$ cat src/scsi_pkg.sv
// ----------------------------------------------------------------------------
// scsi_pkg
// shared types and constants for the sorted snap candidate list
// ----------------------------------------------------------------------------
package scsi_pkg;

  localparam int DefCapacity = 64;
  localparam int CoordW      = 24;
  localparam int DistW       = 50;
  localparam int ModeW       = 8;
  localparam int CfgIdxW     = 3;

  // configuration register indexes
  typedef enum logic [CfgIdxW-1:0] {
    REG_CURSOR_X  = 3'd0,
    REG_CURSOR_Y  = 3'd1,
    REG_BOX_MIN_X = 3'd2,
    REG_BOX_MAX_X = 3'd3,
    REG_BOX_MIN_Y = 3'd4,
    REG_BOX_MAX_Y = 3'd5
  } cfg_reg_t;

  // result status codes
  typedef enum logic [1:0] {
    ST_INSERTED  = 2'd0,
    ST_DUPLICATE = 2'd1,
    ST_FULL      = 2'd2,
    ST_CLEARED   = 2'd3
  } status_t;

  localparam logic OP_CLEAR  = 1'b0;
  localparam logic OP_INSERT = 1'b1;

  // one stored list entry
  typedef struct packed {
    logic [DistW-1:0]  dist_sq;
    logic [CoordW-1:0] wx;
    logic [CoordW-1:0] wy;
    logic [CoordW-1:0] wz;
    logic [ModeW-1:0]  mode;
    logic              nearest;
    logic              in_box;
  } entry_t;

  localparam int EntryW = $bits(entry_t);

  // classified word handed from front to back
  typedef struct packed {
    logic   op;
    entry_t ent;
  } cmd_t;

endpackage

$ cat src/scsi_front.sv
// ----------------------------------------------------------------------------
// scsi_front
// input stage: distance, aperture test, pipelined through stages a and b across cycles
// ----------------------------------------------------------------------------
module scsi_front (
  input  logic                        clk,
  input  logic                        rst_n,
  input  logic                        in_valid,
  output logic                        in_ready,
  input  logic                        in_op,
  input  logic [scsi_pkg::ModeW-1:0]  in_mode,
  input  logic                        in_nearest,
  input  logic [scsi_pkg::CoordW-1:0] in_wx,
  input  logic [scsi_pkg::CoordW-1:0] in_wy,
  input  logic [scsi_pkg::CoordW-1:0] in_wz,
  input  logic [scsi_pkg::CoordW-1:0] in_sx,
  input  logic [scsi_pkg::CoordW-1:0] in_sy,
  input  logic signed [scsi_pkg::CoordW-1:0] cur_x,
  input  logic signed [scsi_pkg::CoordW-1:0] cur_y,
  input  logic signed [scsi_pkg::CoordW-1:0] bx0,
  input  logic signed [scsi_pkg::CoordW-1:0] bx1,
  input  logic signed [scsi_pkg::CoordW-1:0] by0,
  input  logic signed [scsi_pkg::CoordW-1:0] by1,
  output logic                        q_push,
  output scsi_pkg::cmd_t              q_data,
  input  logic                        q_space
);
  import scsi_pkg::*;

  // stage a: differences and box flag
  logic              a_vld_r;
  cmd_t              a_cmd_r;
  logic [CoordW:0]   a_dx_r, a_dy_r;
  // stage b: squares
  logic              b_vld_r;
  cmd_t              b_cmd_r;
  logic [2*CoordW-1:0] b_sqx_r, b_sqy_r;

  logic signed [CoordW:0] dx, dy;
  logic signed [CoordW-1:0] mnx, mxx, mny, mxy, sx, sy;
  logic inb;

  always_comb begin
    sx  = in_sx;
    sy  = in_sy;
    mnx = (bx0 < bx1) ? bx0 : bx1;
    mxx = (bx0 < bx1) ? bx1 : bx0;
    mny = (by0 < by1) ? by0 : by1;
    mxy = (by0 < by1) ? by1 : by0;
    inb = (sx > mnx) && (sx < mxx) && (sy > mny) && (sy < mxy);
    dx  = {sx[CoordW-1], sx} - {cur_x[CoordW-1], cur_x};
    dy  = {sy[CoordW-1], sy} - {cur_y[CoordW-1], cur_y};
  end

  // one item at a time in the pipe; accept only when nothing is in flight
  assign in_ready = !a_vld_r && !b_vld_r && q_space;

  always_ff @(posedge clk) begin
    if (!rst_n) begin
      a_vld_r <= 1'b0;
      b_vld_r <= 1'b0;
    end else begin
      a_vld_r <= in_valid && in_ready;
      b_vld_r <= a_vld_r;
    end
  end

  // payload stages
  always_ff @(posedge clk) begin
    if (in_valid && in_ready) begin
      a_cmd_r.op          <= in_op;
      a_cmd_r.ent.dist_sq <= '0;
      a_cmd_r.ent.wx      <= in_wx;
      a_cmd_r.ent.wy      <= in_wy;
      a_cmd_r.ent.wz      <= in_wz;
      a_cmd_r.ent.mode    <= in_mode;
      a_cmd_r.ent.nearest <= in_nearest;
      a_cmd_r.ent.in_box  <= inb;
      a_dx_r <= dx[CoordW] ? (CoordW+1)'(0) - dx : dx;
      a_dy_r <= dy[CoordW] ? (CoordW+1)'(0) - dy : dy;
    end
    b_cmd_r <= a_cmd_r;
    b_sqx_r <= (2*CoordW)'(a_dx_r * a_dx_r);
    b_sqy_r <= (2*CoordW)'(a_dy_r * a_dy_r);
  end

  always_comb begin
    q_push        = b_vld_r;
    q_data        = b_cmd_r;
    q_data.ent.dist_sq = DistW'(b_sqx_r) + DistW'(b_sqy_r);
  end
endmodule

$ cat config.mk
export PLATFORM = sky130hd
export DESIGN_NAME = scsi_front
export DESIGN_NICKNAME = d
export VERILOG_FILES = /design/src/scsi_pkg.sv /design/src/scsi_front.sv
export SDC_FILE = /design/constraint.sdc
export NUM_CORES = 2
export LEC_CHECK = 0
export ABC_AREA = 1
export BUFFER_PORTS_ARGS = -buffer_cell sky130_fd_sc_hd__buf_2
export CORE_ASPECT_RATIO = 1.5
export CORE_MARGIN = 2
export CORE_UTILIZATION = 69
export CTS_BUF_LIST = sky130_fd_sc_hd__clkbuf_2 sky130_fd_sc_hd__clkbuf_4 sky130_fd_sc_hd__clkbuf_8
export DETAILED_ROUTE_END_ITERATION = 7
export PLACE_DENSITY = 0.9
export SLEW_MARGIN = 25
export SYNTH_ARGS = -nofsm -noshare
export SYNTH_HDL_FRONTEND = slang
export SYNTH_SLANG_ARGS = --single-unit
$ cat constraint.sdc
create_clock -name clk -period 13.8 [get_ports clk]
set_clock_uncertainty 0.05 [all_clocks]
set_input_delay 1.38 -clock clk [delete_from_list [all_inputs] [get_ports clk]]
set_output_delay 1.38 -clock clk [all_outputs]
set_load 0.005 [all_outputs]
==> run summary <==
status: complete, no violations
Detailed Place HPWL: 135000 um
met2 wire len: 83200 um
Remaining DRCs: 0
filler instances: 5579
Seq/Total Area, Yosys: 14.0%
post-route ant nets: 0
CP dominant cell by count: fa_1
Sink Count: 312
max-slew violations: 0
die width: 233 um
post_cts resized: 0
routed wire length per instance: 20.5 um
CP Max Fanout: 14
worst slack, placed: 6.34 ns
drt first pass iters: 7
RD Place Congestion: 1.04
share of the synthesized area in the top cell type: 34.5%
first-pass GRT wire length: 258000 um
Slew HR: 25.8%
Inserted Clock Buffers: 53
Initial Util: 69.9%
Ports: 413
routed wire length: 163000 um
ys flop type: dfxtp_1
worst skew pair latency: 0.74 ns
Tmin final: 7.47 ns
Ys Warns: 0
Vias/cell: 5.69
wire length on met1: 50800 um
Vias: 45100
maximum buffer depth of the clock tree: 3
DIE AREA: 80900 um^2
initial antenna violation count: 25
Mapped Cells: 6493
Setup TNS: 0 ns
Vert. Die Dim: 347 um
register area: 7580 um^2
RSZ-0062 raised after global routing: no
Rows: 125
Cell Chain, Critical Path: buf_4 -> nand2_1 -> inv_1 -> fa_1 -> ha_1 -> a21oi_1 -> fa_1 -> fa_1 -> inv_1 -> fa_1 -> fa_1 -> inv_1 -> fa_1 -> inv_1 -> ha_1 -> nand2_1 -> nor3_1 -> nand3b_1 -> o21ai_0 -> a41oi_1 -> o21ai_0 -> xor2_1
Worst Path Arrival: 8.04 ns
root buffer cell: clkbuf_8
largest net degree at the start of global routing: 91
Core Region: 77600 um^2
mapped cell area: 54200 um^2
largest cells by area after synthesis: fa_1 34%, ha_1 14%, inv_1 13%
gr usage total: 41.8%
critical path required time: 14.36 ns
P&R area growth vs syn: 8.27%
Finish-stage setup viols: 0
commonest cells after routing, fill and taps aside: 1902 x inv_1, 1121 x nand2_1, 934 x fa_1
Mapped Nets: 8300
async set or reset register ratio after synthesis: 0%
Final Hold Vio Count: 0
total grt overflow: 0
area of the multi-input gates: 38900 um^2
syn_area_per_cell: 8.35 um^2
CP max stage cell: edfxtp_1
Max Cap Viol: 0
CP peak stage delay: 0.75 ns
distinct cell type count after synthesis: 66
largest area contributor in the netlist: fa_1
DRT iter0 DRCs: 3184
fmax: 0.134 GHz
hold_buf cts: 0
clock-pin slew on the worst setup and hold paths: 0.08 ns
Final period util: 54.1%
critical path class: register to register
port bufs: 411
H-tree lvl count: 2
CTS tree: done
Critical Path End Type: register
share of cells above drive strength 1: 9.21%
commonest non-fill, non-tap cell in the layout: inv_1
final worst slack: 6.33 ns
Worst setup SP type: register
Max Used Layer: met4
Post-synth EDFFs: 133
WL met3: 13100 um
Hold WC Path Type: register to register
Slew @ Worst Pin: 1.11 ns
setup bufs post-CTS: 0
number of global-route vias before repair: 51100
Final nets: 8656
Synth Register Bits: 312
## state kept, by name (all words and copies together), names as in the netlist
register  cells
a_cmd_r      83
q_data       83
b_sqx_r      47
b_sqy_r      47
a_dx_r       25
a_dy_r       25
a_vld_r       1
q_push        1
## critical path: cells and delay by family, from the launching register on
family | cells | cell delay [ns]
flip-flops | 1 | 0.75
AO/OA/AOI/OAI | 4 | 1.30
XOR/XNOR | 1 | 0.16
AND/OR/NAND/NOR | 4 | 0.65
buffers and inverters | 5 | 0.66
adder cells (fa/ha/maj) | 8 | 3.79
## final timing paths
kind	end	slack, ns	depth (start not counted)	startpoint
setup reg to reg	b_sqx_r[45]	6.33	22	a_dx_r[11]
hold reg to reg	q_data[45]	0.26	0	a_cmd_r[45]
setup / recovery	b_sqx_r[45]	6.33	22	a_dx_r[11]
hold / removal	q_data[45]	0.26	0	a_cmd_r[45]
## metal layers
metal	vias to the layer above	GRT usage (%)
li1	20100	-
met1	21600	42.1
met2	2400	74.1
met3	1036	8.12
met4	0	34.4
met5	-	0
## Yosys cell counts (all sizes together), types with 81 or more instances
master,count
xor2,155
edfxtp,133
xnor2,81
a21oi,363
fa,934
dfxtp,179
inv,1913
nand2,1133
ha,595
nor2,301
nand3,88
o21ai,191
clkbuf,157
## cells by family (layout without fill, tap and decap cells)
logic type	Yosys count	in the layout	synth area share, %
XOR/XNOR	236	236	3.89
buffers and inverters	2076	2475	14.4
AO/OA/AOI/OAI	701	701	7.26
flip-flops	312	312	14.0
other	1	23	0.00691
AND/OR/NAND/NOR	1638	1638	12.3
adder cells (fa/ha/maj)	1529	1529	48.2
## through the flow
step	instances	hold slack [ns]	util, %	area [um^2]
finish	7930	0.255	75.7	58700
global route	7925	0.295	75.7	58700
CTS	7899	0.268	75.4	58500
detailed placement	7801	0.277	73.9	57300
global placement	7799	0.274	73.8	57300
floorplan	6493	0.273	-	54200
## final cells by class
| cell class | count | share of cell area, % |
|---|---|---|
| diodes | 22 | 0.0937 |
| repair buffers | 463 | 4.33 |
| inverters | 1914 | 12.2 |
| clock buffers | 67 | 1.47 |
| flip-flops and latches | 312 | 12.9 |
| multi-input cells | 4105 | 66.2 |
| well taps | 1016 | 2.16 |
| clock inverters | 31 | 0.624 |
Power is not shown: default switching activity piles up to over one toggle a cycle in this logic, so the estimate is an artifact.
