### src/scsi_pkg.sv
// ----------------------------------------------------------------------------
// scsi_pkg
// shared types and constants for the sorted snap candidate list
// ----------------------------------------------------------------------------
package scsi_pkg;

  localparam int DefCapacity = 64;
  localparam int CoordW      = 24;
  localparam int DistW       = 50;
  localparam int ModeW       = 8;
  localparam int CfgIdxW     = 3;

  // configuration register indexes
  typedef enum logic [CfgIdxW-1:0] {
    REG_CURSOR_X  = 3'd0,
    REG_CURSOR_Y  = 3'd1,
    REG_BOX_MIN_X = 3'd2,
    REG_BOX_MAX_X = 3'd3,
    REG_BOX_MIN_Y = 3'd4,
    REG_BOX_MAX_Y = 3'd5
  } cfg_reg_t;

  // result status codes
  typedef enum logic [1:0] {
    ST_INSERTED  = 2'd0,
    ST_DUPLICATE = 2'd1,
    ST_FULL      = 2'd2,
    ST_CLEARED   = 2'd3
  } status_t;

  localparam logic OP_CLEAR  = 1'b0;
  localparam logic OP_INSERT = 1'b1;

  // one stored list entry
  typedef struct packed {
    logic [DistW-1:0]  dist_sq;
    logic [CoordW-1:0] wx;
    logic [CoordW-1:0] wy;
    logic [CoordW-1:0] wz;
    logic [ModeW-1:0]  mode;
    logic              nearest;
    logic              in_box;
  } entry_t;

  localparam int EntryW = $bits(entry_t);

  // classified word handed from front to back
  typedef struct packed {
    logic   op;
    entry_t ent;
  } cmd_t;

endpackage

### src/scsi_fifo.sv
// ----------------------------------------------------------------------------
// scsi_fifo
// two-entry queue between front and back
// ----------------------------------------------------------------------------
module scsi_fifo (
  input  logic           clk,
  input  logic           rst_n,
  input  logic           push,
  input  scsi_pkg::cmd_t push_data,
  output logic           space,
  output logic           pop_valid,
  input  logic           pop,
  output scsi_pkg::cmd_t pop_data
);
  import scsi_pkg::*;

  cmd_t       buf_r [2];
  logic       wp_r, rp_r;
  logic [1:0] cnt_r;

  assign space     = (cnt_r == 2'd0);
  assign pop_valid = (cnt_r != 2'd0);
  assign pop_data  = buf_r[rp_r];

  always_ff @(posedge clk) begin
    if (!rst_n) begin
      wp_r  <= 1'b0;
      rp_r  <= 1'b0;
      cnt_r <= 2'd0;
    end else begin
      if (push) wp_r <= !wp_r;
      if (pop)  rp_r <= !rp_r;
      cnt_r <= cnt_r + 2'(push) - 2'(pop);
    end
  end

  always_ff @(posedge clk) begin
    if (push) buf_r[wp_r] <= push_data;
  end
endmodule

### config.mk
export PLATFORM = sky130hd
export DESIGN_NAME = scsi_fifo
export DESIGN_NICKNAME = d
export VERILOG_FILES = /design/src/scsi_pkg.sv /design/src/scsi_fifo.sv
export SDC_FILE = /design/constraint.sdc
export NUM_CORES = 1
export LEC_CHECK = 0
export ABC_AREA = 1
export BUFFER_PORTS_ARGS = -buffer_cell sky130_fd_sc_hd__buf_2
export CAP_MARGIN = 20
export CELL_PAD_IN_SITES_DETAIL_PLACEMENT = 1
export CELL_PAD_IN_SITES_GLOBAL_PLACEMENT = 2
export CORE_MARGIN = 1
export CORE_UTILIZATION = 43
export CTS_BUF_LIST = sky130_fd_sc_hd__clkbuf_8
export DETAILED_ROUTE_END_ITERATION = 6
export PLACE_DENSITY = 0.9
export SETUP_SLACK_MARGIN = 0.4
export SLEW_MARGIN = 40
export SYNTH_ARGS = -nofsm -noshare
export SYNTH_HDL_FRONTEND = slang
export SYNTH_SLANG_ARGS = --single-unit
### constraint.sdc
create_clock -name clk -period 14.5 [get_ports clk]
set_input_delay 2.9 -clock clk [delete_from_list [all_inputs] [get_ports clk]]
set_output_delay 2.9 -clock clk [all_outputs]
set_load 0.01 [all_outputs]
==> results of run 1 <==
==> layout make-up <==
cell class	count	area [sq um]
antenna	2	5.00
clock buffer	45	619
clock inverter	35	160
fill	2178	10300
inverter	8	35.0
multi-input combinational	153	1860
sequential	271	8090
tap	313	392
timing repair buffer	276	1400
==> Yosys cell counts (all sizes together) <==
| master | n |
|---|---|
| a21oi | 1 |
| buf | 15 |
| dfxtp | 5 |
| edfxtp | 266 |
| ha | 2 |
| inv | 8 |
| mux2 | 133 |
| nand2 | 8 |
| nand3 | 1 |
| nor2 | 8 |
==> power breakdown <==
group	switching [mW]	internal (mW)	total [mW]
Combinational	0.0876	0.0821	0.170
Clock	0.277	0.305	0.582
Sequential	0.0126	0.908	0.921
==> per-stage QoR <==
| step | setup WS, ns | cells | hold WS (ns) | total power [mW] | utilization [%] |
|---|---|---|---|---|---|
| 2_1_floorplan | 5.37 | 447 | 0.463 | 1.04 | - |
| 3_3_place_gp | 9.40 | 1021 | 0.479 | 1.10 | 51.5 |
| 3_5_place_dp | 9.54 | 1021 | 0.509 | 1.11 | 51.6 |
| 4_1_cts | 9.10 | 1101 | 0.533 | 1.70 | 55.0 |
| 5_1_grt | 9.00 | 1102 | 0.564 | 1.74 | 55.0 |
| 6_report | 9.17 | 1103 | 0.526 | 1.67 | 55.0 |
==> how the worst max path moves through the flow <==
stage / startpoint / end / slack [ns] / cells after the start
6_report: register / pop_data[40] / 9.17 / 3
5_1_grt: register / pop_data[40] / 9.00 / 3
4_1_cts: register / pop_data[40] / 9.10 / 3
3_5_place_dp: push / buf_r[0][107]$_DFFE_PP_ / 9.54 / 5
3_3_place_gp: push / buf_r[0][103]$_DFFE_PP_ / 9.40 / 5
2_1_floorplan: push / buf_r[0][0]$_DFFE_PP_ / 5.37 / 2
==> worst register-to-register path: stages (launching register included) <==
cell	delay, ns
dfxtp_1	0.40
nand2_1	0.16
inv_6	0.57
buf_4	0.73
==> layer usage <==
| layer | routed length (um) | vias up |
|---|---|---|
| li1 | - | 2391 |
| met2 | 10400 | 221 |
| met4 | 450 | 2 |
| met3 | 1750 | 45 |
| met1 | 7770 | 2551 |
| met5 | 10 | - |
==> state kept, by name, summed over array words and instances (netlist names), named ones only <==
name	flops
wp_r	1
buf_r	266
cnt_r	2
rp_r	1
==> logic make-up (layout without fill, tap and decap cells) <==
kind of cell	after synthesis	after routing	synth area share [%]
other	0	2	0
DFF	271	271	80.0
muxes	133	133	17.4
buffers and inverters	23	364	1.60
and+or+nand+nor	17	17	0.644
AOI/OAI and AO/OA	1	1	0.0495
adders and majority gates	2	2	0.248
==> run metrics, run 1 <==
number of antenna violations at the first check in global routing 4; total buffers and inverters traversed by the critical path 2; maximum clock insertion buffer count 3; type of element launching the critical path register; R2R cell count 3; Synth cell types 12; average size of a mapped cell 22.6 sq um; core area 22,800 sq um; critical path cell sequence buf_4 -> mux2_2 -> buf_2; worst endpoint required time between 10 and 15 ns; post-CTS setup-driven buffer insertion count 0; Detailed Place HPWL 13,600 um; critical path start-end classification reg -> out; gp weighted congestion 0.701; number of warnings printed during yosys synthesis 0; Routed Antenna Nets 0; NumNets Final between 800 and 900; Most Crowded Layer GR met2; global routing usage on met3 ~6%; Chip Width roughly 160 um; met2 usage between 20 and 30%; total setup violations reported at the end of the flow 0; post-CTS sizing 0; via count roughly 5,200; share of final-layout standard cells stronger than drive strength 1 about three fifths; placed standard-cell area about 12,000 sq um; count of endpoints failing hold in the final timing report 0; All-Layer GR Usage roughly 17%; detail-routed via count per cell 4.72; clk root buf clkbuf_8; RSZ-0062 raised after global routing no; maximum VDD drop roughly 0.086 mV; max-capacitance violation count 0; Post-Route Setup TNS 0 ns; Cells on Worst Hold Path 2; starting density of the core approximately 44%; Seq/Total Area, Yosys about 80%; Placement Rows 55; total of flip-flops plus latches after synthesis between 200 and 300; grt met1 use between 10% and 20%; worst relative slew slack between 40% and 50%; delay of the slowest critical-path stage approximately 0.68 ns; CTS buffer count 45; DR DRC count 0; Leak between 4 and 5 nW; CTS HTree Levels 2; CP Max Fanout 57; Iter 0 DRT Violations about 230; Die Ht 155 um; via count of the first global-routing pass 5,819; highest clock rate roughly 190 MHz; Synthesized Nets between 500 and 600; Max Slew Vio Count 0; largest area contributor in the netlist edfxtp_1; area added between synthesis and finish 24.4%; Crit path arrival time ~2.4 ns; P per Cell Area 133 nW/um^2; CTS tree yes; port buffer count 271; Reg-to-Reg Start wp_r$_SDFFE_PN0P_; worst-margin pin slew between 0.8 and 0.9 ns; DRT Wirelength a little over 20,000 um; Post-Route Skew between 0.015 and 0.02 ns; global-route congestion overflow total 0; Worst path slowest cell buf_4; gate family responsible for the most delay along the worst path buffers and inverters; # IOs about 270; clock latency on the worst-skew pair around 0.52 ns; register clock-pin slew on the reported worst setup and hold paths 0.06 ns; commonest non-fill, non-tap cells in the layout 271 x buf_2, 266 x edfxtp_1, 70 x mux2_4; largest cells by area after synthesis edfxtp_1 79%, mux2_4 10%, mux2_2 7.0%; CTS Sinks roughly 270; largest net degree at the start of global routing 85; finished layout cell area approximately 13,000 sq um; path class of the lowest-slack min-delay path reg -> reg; Worst Hold Path EP rp_r$_SDFFE_PN0P_; Critical R2R Capture buf_r[1][104]$_DFFE_PP_; proportion of netlist area held by the largest area contributor between 70 and 80%; first-pass GRT wire length roughly 31,000 um; flop2flop setup slack ~12 ns; kind of capture point of the worst setup path output pin; HP Start rp_r$_SDFFE_PN0P_; overall die area 24,100 sq um; leading cell type in the layout, fill and taps excluded buf_2; minimum clock period after layout 5.33 ns; count of hold buffers inserted by post-cts repair 0; Netlist Area Pre-Place between 10,000 and 15,000 sq um; length of the first detailed-routing pass in iterations 4; detailed-route wire length per cell approximately 18 um; count of mapped cells out of synthesis 447; final period utilization a little under two fifths; result of the run finished, final reports clean
Note: power is estimated with default switching activity, not from simulation.
==> run 2, diff against run 1 <==
--- a/config.mk
+++ b/config.mk
@@ -11,10 +11,10 @@
 export CELL_PAD_IN_SITES_DETAIL_PLACEMENT = 1
 export CELL_PAD_IN_SITES_GLOBAL_PLACEMENT = 2
 export CORE_MARGIN = 1
-export CORE_UTILIZATION = 43
+export CORE_UTILIZATION = 40
 export CTS_BUF_LIST = sky130_fd_sc_hd__clkbuf_8
 export DETAILED_ROUTE_END_ITERATION = 6
-export PLACE_DENSITY = 0.9
+export PLACE_DENSITY = 0.85
 export SETUP_SLACK_MARGIN = 0.4
 export SLEW_MARGIN = 40
 export SYNTH_ARGS = -nofsm -noshare
==> constraint.sdc (replaced) <==
create_clock -name clk -period 5 [get_ports clk]
set_input_delay 1 -clock clk [delete_from_list [all_inputs] [get_ports clk]]
set_output_delay 1 -clock clk [all_outputs]
set_load 0.01 [all_outputs]
==> run 2 against run 1 <==
- count of clock-buffer cells in the layout grew 3
- wire length increased by 4.2%
- via count rose by 1.0%
- combinational power increased to 2.9 times the previous value
- total power rose to 3.0 times the previous value
- largest power group unchanged
- highest routed layer is now met4
==> run metrics, run 2 (synthesized netlist as in run 1, its figures left out) <==
Most Crowded Layer GR met2; gate family responsible for the most delay along the worst path buffers and inverters; critical path endpoint pop_data[51]; CP Max Fanout 60 (+5.3%); Reg-to-Reg Start wp_r$_SDFFE_PN0P_; maximum VDD drop 0.229 mV (+170%); Post-Route Skew 0.0205 ns (+0.00548 ns); relative contribution of the clock network to total power 36.5% (+1.7 points); Post-Route Setup TNS 0 ns (unchanged); final setup margin 1.58 ns (-7.59 ns); sequential share of power 53.5% (-1.6 points); count of hold buffers inserted by post-cts repair 0 (unchanged); highest clock rate around 290 MHz; worst slack after detailed placement 2.13 ns (-7.41 ns); placed standard-cell area 11,800 sq um (+0.51%); clk root buf clkbuf_8; worst-margin pin slew 0.741 ns (-0.0590 ns); count of endpoints failing hold in the final timing report 0 (unchanged); CTS buffer count 47 (+4.4%); Die Ht 161 um (+3.6%); first-pass GRT wire length 32,200 um (+3.4%); worst relative slew slack 50.6% (+3.9 points); critical path cell sequence buf_12 -> buf_12 -> mux2_2 -> buf_2; final period utilization 68.3%; Critical R2R Capture buf_r[1][36]$_DFFE_PP_; Worst path slowest cell dfxtp_4; internal portion of total power 3.87 mW (+200%); grt met1 use 17.8% (-1.4 points); Leak 5.01 nW (+0.52%); number of antenna violations at the first check in global routing 4 (unchanged); Chip Width 161 um (+3.6%); Iter 0 DRT Violations 229 (+0.88%); total buffers and inverters traversed by the critical path 3 (+1); CTS tree yes; register with the most flip-flops buf_r; R2R cell count 3 (unchanged); detail-routed via count per cell 4.70 (-0.59%); path class of the lowest-slack min-delay path reg -> reg; met2 usage 29.6% (+0.33 points); share of the core filled with cells 51.8% (-3.2 points); starting density of the core 41.2% (-3.0 points); gp weighted congestion 0.738 (+5.3%); maximum clock insertion buffer count 3 (unchanged); minimum clock period after layout 3.42 ns; All-Layer GR Usage 16.3% (-0.54 points); total setup violations reported at the end of the flow 0 (unchanged); Crit path arrival time 2.42 ns (about the same); flop2flop setup slack 3.03 ns (-9.21 ns); port buffer count 271 (unchanged); Net Sw Frac 22.6% (+0.024 points); DR DRC count 0 (unchanged); critical path start-end classification reg -> out; register clock-pin slew on the reported worst setup and hold paths 0.06 ns (about the same); CTS HTree Levels 2 (unchanged); top flop regs buf_r: 266 flops, cnt_r: 2 flops; # IOs 272 (unchanged); area added between synthesis and finish 25.8%; NumNets Final 899 (+0.56%); leading cell type in the layout, fill and taps excluded buf_2; global routing usage on met3 4.65% (-1.3 points); post-CTS sizing 0 (unchanged); via count of the first global-routing pass 5,973 (+2.6%); result of the run finished, final reports clean; RSZ-0062 raised after global routing no; DRT Wirelength 21,200 um (+4.2%); length of the first detailed-routing pass in iterations 4 (unchanged); Detailed Place HPWL 14,500 um (+6.4%); post-CTS setup-driven buffer insertion count 0 (unchanged); share of final-layout standard cells stronger than drive strength 1 59.0% (+0.64 points); Placement Rows 57 (+3.6%); P per Cell Area 393 nW/um^2 (+200%); Max Slew Vio Count 0 (unchanged); worst hold slack after final layout 0.516 ns (-0.00977 ns); relative contribution of combinational cells to total power 9.9% (-0.2 points); number of flip-flops in the largest register 266 (unchanged); CP Depth 4 (+1); delay of the slowest critical-path stage 0.58 ns (-0.10 ns); worst endpoint required time 4.00 ns (-7.60 ns); detailed-route wire length per cell 18.9 um (+2.5%); kind of capture point of the worst setup path output pin; CTS Sinks 271 (unchanged); type of element launching the critical path register; global-route congestion overflow total 0 (unchanged); sw power 1.13 mW (+200%); core area 24,500 sq um (+7.4%); finished layout cell area 12,700 sq um (+1.1%); via count 5,264 (+1.0%); largest net degree at the start of global routing 101 (+19%); Routed Antenna Nets 0 (unchanged); max-capacitance violation count 0 (unchanged); overall die area 25,900 sq um (+7.4%); clock latency on the worst-skew pair 0.54 ns (+0.02 ns); most used cell along the critical path buf_12; commonest non-fill, non-tap cells in the layout 271 x buf_2, 266 x edfxtp_1, 70 x mux2_4
==> run 2: worst min path at each step <==
stage / from / end / slack [ns] / depth (start not counted)
floorplan: rp_r$_SDFFE_PN0P_ / register / 0.46 / 2
global route: wp_r$_SDFFE_PN0P_ / wp_r$_SDFFE_PN0P_ / 0.57 / 2
CTS: rp_r$_SDFFE_PN0P_ / rp_r$_SDFFE_PN0P_ / 0.53 / 2
detailed placement: rp_r$_SDFFE_PN0P_ / register / 0.51 / 2
global placement: rp_r$_SDFFE_PN0P_ / rp_r$_SDFFE_PN0P_ / 0.48 / 2
finish: rp_r$_SDFFE_PN0P_ / rp_r$_SDFFE_PN0P_ / 0.52 / 2
==> run 2: through the flow <==
stage	power, mW	cells
2_1_floorplan	3.00	447
3_3_place_gp	3.19	1034
3_5_place_dp	3.23	1035
4_1_cts	5.07	1117
5_1_grt	5.19	1119
6_report	5.00	1121
==> run 2: metal layers <==
layer / vias up / routed length (um)
met2: 236 / 11200
li1: 2400 / -
met5: - / 0
met1: 2577 / 7960
met3: 51 / 1550
met4: 0 / 545
==> run 2: final cells by class <==
type | instances | area [sq um]
fill | 2379 | 11800
sequential | 271 | 8090
multi-input combinational | 153 | 1860
timing repair buffer | 279 | 1450
clock buffer | 48 | 661
tap | 324 | 405
clock inverter | 34 | 194
inverter | 8 | 37.5
antenna | 4 | 10.0
==> run 2: worst min-delay path: cells and delay by family, from the launching register on <==
kind | cells | cell delay [ns]
and+or+nand+nor | 2 | 0.15
DFF | 1 | 0.33
==> run 2: power by group through the flow <==
stage          clock network, mW  logic [mW]  registers, mW
6_report                    1.83       0.497           2.67
5_1_grt                     1.97       0.535           2.68
2_1_floorplan                  0       0.296           2.71
3_3_place_gp                   0       0.472           2.72
4_1_cts                     1.89       0.507           2.68
3_5_place_dp                   0       0.504           2.72
